===== src/hdl/pcm_mix_pkg.sv =====
// Shared types and constants of the multichannel PCM mixer.
// Depends on nothing; imported by every module of the block.
package pcm_mix_pkg;

  localparam int unsigned CHANNELS_DEF  = 8;
  localparam int unsigned ADDR_BITS_DEF = 16;
  localparam int unsigned VOLUME_MAX    = 64;
  localparam int unsigned ACTION_W      = 3;
  localparam int unsigned QUEUE_DEPTH   = 4;
  localparam logic [15:0] STEP_RESET    = 16'd4000;

  typedef enum logic [2:0] {
    ACT_WRITE = 3'd0,
    ACT_START = 3'd1,
    ACT_VOL   = 3'd2,
    ACT_PAN   = 3'd3,
    ACT_TICK  = 3'd4
  } action_e;

  // Register indexes of the APB port
  localparam logic REG_STEP   = 1'b0;
  localparam logic REG_STEREO = 1'b1;

  // Decoded command from front to back
  typedef struct packed {
    logic        is_write;
    logic        is_start;
    logic        is_vol;
    logic        is_pan;
    logic        is_tick;
    logic [2:0]  chan;
    logic [15:0] addr;
    logic [7:0]  data;
    logic [16:0] len;
    logic [6:0]  vol;
    logic [7:0]  pan;
  } cmd_t;

endpackage


===== src/hdl/pcm_mix_front.sv =====
// Front end: accepts input beats, classifies and clamps them, and queues
// decoded commands. Depends on pcm_mix_pkg.
module pcm_mix_front import pcm_mix_pkg::*; #(
  parameter int unsigned Channels = CHANNELS_DEF
) (
  input  logic        clk_i,
  input  logic        rst_ni,
  input  logic        in_valid_i,
  output logic        in_stall_o,
  input  logic [2:0]  action_i,
  input  logic [2:0]  channel_index_i,
  input  logic [15:0] mem_address_i,
  input  logic signed [7:0] sample_byte_i,
  input  logic [16:0] play_length_i,
  input  logic [7:0]  level_i,
  input  logic signed [7:0] pan_i,
  output logic        cmd_valid_o,
  output cmd_t        cmd_o,
  input  logic        cmd_pop_i
);

  localparam int unsigned QW = $clog2(QUEUE_DEPTH);

  cmd_t            mem_q [QUEUE_DEPTH];
  logic [QW-1:0]   wr_q, wr_d, rd_q, rd_d;
  logic [QW:0]     cnt_q, cnt_d;
  cmd_t            dec;
  logic            push, pop, chan_ok;

  // Classify and clamp
  always_comb begin
    chan_ok      = ({29'd0, channel_index_i} < 32'(Channels));
    dec          = '0;
    dec.is_write = (action_i == ACT_WRITE);
    dec.is_start = (action_i == ACT_START) && chan_ok;
    dec.is_vol   = (action_i == ACT_VOL) && chan_ok;
    dec.is_pan   = (action_i == ACT_PAN) && chan_ok;
    dec.is_tick  = (action_i == ACT_TICK);
    dec.chan     = channel_index_i;
    dec.addr     = mem_address_i;
    dec.data     = sample_byte_i;
    dec.len      = play_length_i;
    dec.vol      = (level_i > 8'(VOLUME_MAX)) ? 7'(VOLUME_MAX) : level_i[6:0];
    if (pan_i > 8'sd64)       dec.pan = 8'd64;
    else if (pan_i < -8'sd64) dec.pan = 8'hC0;
    else                      dec.pan = pan_i;
  end

  assign in_stall_o  = (cnt_q == (QW+1)'(QUEUE_DEPTH));
  assign push        = in_valid_i && !in_stall_o &&
                       (dec.is_write || dec.is_start || dec.is_vol ||
                        dec.is_pan || dec.is_tick);
  assign cmd_valid_o = (cnt_q != '0);
  assign pop         = cmd_pop_i && cmd_valid_o;
  assign cmd_o       = mem_q[rd_q];

  always_comb begin
    wr_d  = push ? wr_q + 1'b1 : wr_q;
    rd_d  = pop ? rd_q + 1'b1 : rd_q;
    cnt_d = cnt_q + (QW+1)'(push) - (QW+1)'(pop);
  end

  always_ff @(posedge clk_i) begin
    if (push) begin
      mem_q[wr_q] <= dec;
    end
  end

  always_ff @(posedge clk_i or negedge rst_ni) begin
    if (!rst_ni) begin
      wr_q <= '0; rd_q <= '0; cnt_q <= '0;
    end else begin
      wr_q <= wr_d; rd_q <= rd_d; cnt_q <= cnt_d;
    end
  end

  a_cnt_bound: assert property (@(posedge clk_i) disable iff (!rst_ni)
    cnt_q <= (QW+1)'(QUEUE_DEPTH)) else $error("queue overfill");
  a_no_pop_empty: assert property (@(posedge clk_i) disable iff (!rst_ni)
    (cnt_q == '0) |-> !pop) else $error("pop of empty queue");
  a_full_stall: assert property (@(posedge clk_i) disable iff (!rst_ni)
    (cnt_q == (QW+1)'(QUEUE_DEPTH)) |-> in_stall_o) else $error("full not stalled");

endmodule


===== config.mk =====
export PLATFORM = sky130hd
export DESIGN_NAME = pcm_mix_front
export DESIGN_NICKNAME = d
export VERILOG_FILES = /design/src/hdl/pcm_mix_pkg.sv /design/src/hdl/pcm_mix_front.sv
export SDC_FILE = /design/constraint.sdc
export NUM_CORES = 1
export LEC_CHECK = 0
export BUFFER_PORTS_ARGS = -buffer_cell sky130_fd_sc_hd__clkbuf_2
export CAP_MARGIN = 20
export CORE_MARGIN = 3
export CORE_UTILIZATION = 47
export DETAILED_ROUTE_END_ITERATION = 7
export GPL_ROUTABILITY_DRIVEN = 0
export PLACE_DENSITY = 0.66
export SLEW_MARGIN = 30
export SYNTH_ARGS = -nofsm -noshare
export SYNTH_HDL_FRONTEND = slang
export SYNTH_SLANG_ARGS = --single-unit
export TNS_END_PERCENT = 30

===== constraint.sdc =====
create_clock -name clk_i -period 2.7 [get_ports clk_i]
set_clock_uncertainty 0.1 [all_clocks]
set_input_delay 0.27 -clock clk_i [delete_from_list [all_inputs] [get_ports clk_i]]
set_output_delay 0.27 -clock clk_i [all_outputs]
set_load 0.02 [all_outputs]

Yosys cells after proc, flatten, opt, wreduce, memory -nomap -nowiden:

Memories as Yosys holds them, arrays and structs flattened.
Index checks and enable logic that the tools add are counted.

* input port bits: 67
* logic and storage cells: 31
* output and inout bits: 66
* flip-flop bits (word level): 7
* memories: 1
* memory bits (writable): 256

* equal/unequal tests: 5
* order comparisons: 3
* mux-type cells: 5
* reduce and logical (&&, ||, !) cells: 10
* $add $sub $neg: 4

Memory list
* mem_q: words 4, width 64, read ports 1, clocked after Yosys merged registers in 0, write ports 1, line pcm_mix_front.sv:24 `cmd_t mem_q [QUEUE_DEPTH];`

Operators by type and width (number)
* $mux W8: 2
* $gt A8 B7 Y1 const B: 1
* $gt A8 B8 Y1 const B: 1
* $lt A8 B7 Y1 const B: 1
* $mux W7: 1
* $eq A3 B2 Y1 const B: 2
* $eq A3 B3 Y1 const B: 2
* $add A2 B1 Y2 const B: 2
* $logic_or A1 B1 Y1: 4
* $add A3 B1 Y3: 1
* $eq A3 B1 Y1 const B: 1
* $logic_and A1 B1 Y1: 3
* $logic_not A3 Y1: 1
* $reduce_bool A3 Y1: 1
* $sub A3 B1 Y3: 1
* $mux W1: 2
* $logic_not A1 Y1: 1

Longest topological paths before layout:

* word-level depth: 8
* gate-level depth with buffers: 11
* gate-level depth less buffers: 10

Worst setup path after synthesis:

Ideal clock, no wire load.

* path type: register to register
* start point: register cnt_q[1]
* end point: register cnt_q[2]
* slack: 0.213 ns
* required time: 2.473 ns
* clock period less this slack: 2.487 ns
* path buffers: 1
* cell stages (with the launch flop): 12
* library setup time: 0.127 ns
* arrival: 2.260 ns
* cells stage by stage: dfrtp_1 -> nor3b_2 -> and3b_1 -> buf_6 -> inv_1 -> ha_1 -> inv_1 -> ha_1 -> inv_1 -> fa_1 -> xnor2_1 -> xnor2_1

* word-level cells in the longest chain between the ends: 6
* elaborated cells between the ends (all ways): 8
* classes of those cells: 2 x add/sub; 1 x eq/ne; 5 x reduce/logical

Ends and longest elaborated chain
* start: declaration: line pcm_mix_front.sv:26 `logic [QW:0] cnt_q, cnt_d;`
* start signal: assignment: line pcm_mix_front.sv:73 `wr_q <= wr_d; rd_q <= rd_d; cnt_q <= cnt_d;`
* $eq A3 B3 Y1: line pcm_mix_front.sv:49 `assign in_stall_o = (cnt_q == (QW+1)'(QUEUE_DEPTH));`
* named net in_stall_o: line pcm_mix_front.sv:9 `output logic in_stall_o,`
* $logic_not A1 Y1: line pcm_mix_front.sv:50 `assign push = in_valid_i && !in_stall_o &&`
* $logic_and A1 B1 Y1 (2 in a row): line pcm_mix_front.sv:50
* $add A3 B1 Y3: line pcm_mix_front.sv:60 `cnt_d = cnt_q + (QW+1)'(push) - (QW+1)'(pop);`
* $sub A3 B1 Y3: line pcm_mix_front.sv:60
* named net cnt_d[2]: line pcm_mix_front.sv:26

The timed path passes the listed nets, and every way through them passes these cells.
A chain may end at the register's enable or synchronous reset.

==> impl_metrics.csv <==
group,metric,value,unit
status,status,"completed",
setup_path,crit_chain,"buf_12 -> mux4_2 -> clkbuf_2",
timing,period_share,0.939,
yosys,synth_top_area_share,0.784,
finish,final_cell_mix,"edfxtp_1, clkbuf_2, mux4_2",
power,clockPowerShare,0.283,
setup_path,rr_worst_depth,10,
clocking,clk_latency,510,ps
yosys,synthArstFlopShare,0.0266,
drt,drc,0,
yosys,ys_ff_latch,263,
setup_path,arrival,2170,ps
global_route,grt_start_max_net_pins,58,
drt,avgRoutedWirePerCell,20.8,um
global_route,grt_overflow,0,
timing,setup-violations-final,0,
finish,fin_util,0.605,
hold_path,whs_path_depth,2,
power,p_per_area,1050,nW/um^2
yosys,ys_seq_area_frac,0.802,
setup_path,r2r-end,"cnt_q[2]",
setup_path,critPathMaxFanout,32,
timing,timing_hold_violations_final,0,
hold_path,whs_endpoint,"mem_q[2][11]",
hold_path,hp-class,"input port to flop",
drt,first_pass_iters,4,
drt,num_vias,4692,
clocking,path_clk_slew,60,ps
global_route,grt_usage,0.167,
power,power.total,13000,uW
clocking,cts_tree,"done",
finish,final_common_cell,"edfxtp_1",
die,rows,52,
clocking,htreeDepth,1,
finish,drive_gt1_frac,0.420,
setup_path,reg2reg_setup_slack,280,ps
placed_design,place_area,10900,um^2
yosys,synthCells,393,
die,start_util,0.481,
die,die_y,150,um
yosys,synth.largest_area_cell,"edfxtp_1",
die,core,20400,um^2
setup_path,r2r_start,"cnt_q[2]",
clocking,numCtsBuffers,26,
clocking,clock_path_buffers,3,
yosys,synth.distinct_cells,25,
timing,final.setup.tns,0,ps
drt,initialDrtViolationCount,301,
power,pwr-share-seq,0.415,
finish,design_area,12300,um^2
yosys,ys_warn_count,0,
timing,grt_setup_unrepaired,"false",
hold_path,hold_start,"level_i[3]",
yosys,yosys-top-cells-area,"edfxtp_1, mux4_2, dfrtp_1, and2_1, ha_1",
timing,tightest_slew,600,ps
finish,syn_to_final_growth,25.8,%
power,sw_frac_of_total,0.302,
setup_path,end_kind,"output pin",
timing,fin_crit,2540,ps
die,die_w,150,um
yosys,synth-main-ff-cell,"edfxtp_1",
timing,slew_violations,0,
setup_path,critPathLaunchType,"flop",
drt,avgViaCountPerCell,5.26,
drt,detail-route-antenna-nets,0,
run,max_cap_violations,0,
yosys,synth_nets,467,
die,io_pins,133,
setup_path,slowest_delay,580,ps
yosys,synth_area,9800,um^2
placed_design,dpl.hpwl,11200,um
setup_path,cp_slowest_cell,"dfrtp_4",
power,ir_drop,0.691,mV
yosys,synth-edff-count,256,
power,intPower,9050,uW
global_route,grt_pass1_vias,4981,
clocking,cts-root-buf,"clkbuf_16",
yosys,synth_area_per_cell,24.9,um^2
power,p_leak,0.00431,uW
timing,fmax,394,MHz
global_route,grt_pass1_wl,28700,um
global_route,antenna_found_initial,1,
setup_path,worstPathRequired,2330,ps
clocking,post_cts_buffers,0,
timing,holdWs,22.0,ps
finish,nets,675,
timing,maxSlewHeadroom,0.597,
drt,drt_wl_total,18600,um
placed_design,io_buffers,132,
clocking,cts.sinks,263,
power,pwr-share-comb,0.302,
setup_path,worstSetupPathType,"flop to output pin",
power,p_sw,3910,uW
die,die_area,22600,um^2
## timing repair
action,in CTS,in global routing
resized for setup,0,1
setup endpoints to repair,0,1
hold buffers,52,0
endpoints found under the hold margin,207,0
## synth_stat cells (all sizes together), types with 2 or more instances
library cell	count
ha	6
dfrtp	7
edfxtp	256
nor3b	4
clkbuf	2
inv	7
mux4	64
and2	16
buf	14
and3b	2
xnor2	5
## cell families (layout without fill, tap and decap cells)
| family | after synthesis | in the layout | share of synthesized area |
|---|---|---|---|
| other | 0 | 1 | 0 |
| multiplexers | 65 | 65 | 0.149 |
| adder cells (fa/ha/maj) | 7 | 7 | 0.00970 |
| AO/OA/AOI/OAI | 2 | 2 | 0.00153 |
| buffers and inverters | 23 | 251 | 0.0140 |
| XOR/XNOR | 6 | 6 | 0.00536 |
| flip-flops | 263 | 263 | 0.802 |
| AND/OR/NAND/NOR | 27 | 27 | 0.0188 |
## area by class of cell
class	count	area, um^2
Antenna cell	1	2.50
Clock buffer	33	708
Clock inverter	15	179
Fill cell	1475	8040
Inverter	7	26.3
Multi-Input combinational cell	107	1810
Sequential cell	263	7870
Tap cell	270	338
Timing Repair Buffer	196	1400
## layer usage
metal  track usage  part of all wire
met2         0.268              0.50
met4        0.0389             0.017
met5             0                 0
met1         0.242              0.43
met3        0.0331             0.058
## metrics by stage
stage / worst slack (ps) / instances
after floorplan: 213 / 393
after detailed placement: 174 / 791
after global placement: 320 / 791
after global routing: 39.4 / 892
final: 164 / 892
after CTS: 89.4 / 891
## sequential cells by signal, summed over array words and instances (netlist names)
register and flops:
wr_q 2, rd_q 2, cnt_q 3, mem_q 256
## worst max-delay path, delay by kind of cell, from the launching register on
kind | cells | cell delay, ps
multiplexers | 1 | 570
flip-flops | 1 | 580
buffers and inverters | 2 | 490
## power by group through the flow
stage / sequential (uW) / combinational, uW / clock (uW)
after floorplan: 5290 / 2760 / 0
after global placement: 5420 / 3910 / 0
after global routing: 5440 / 4220 / 3900
final: 5370 / 3910 / 3670
after CTS: 5390 / 4020 / 3760
after detailed placement: 5470 / 3950 / 0
## how the worst max path moves through the flow
| stage | start | end |
|---|---|---|
| finish | rd_q[0] | cmd_o[53] |
| global route | rd_q[0] | cmd_o[16] |
| CTS | rd_q[0] | cmd_o[24] |
| detailed placement | cnt_q[2] | cnt_q[2] |
| global placement | cnt_q[2] | cnt_q[2] |
| floorplan | cnt_q[1] | cnt_q[2] |
No activity file was read; power rests on OpenSTA's default activity.
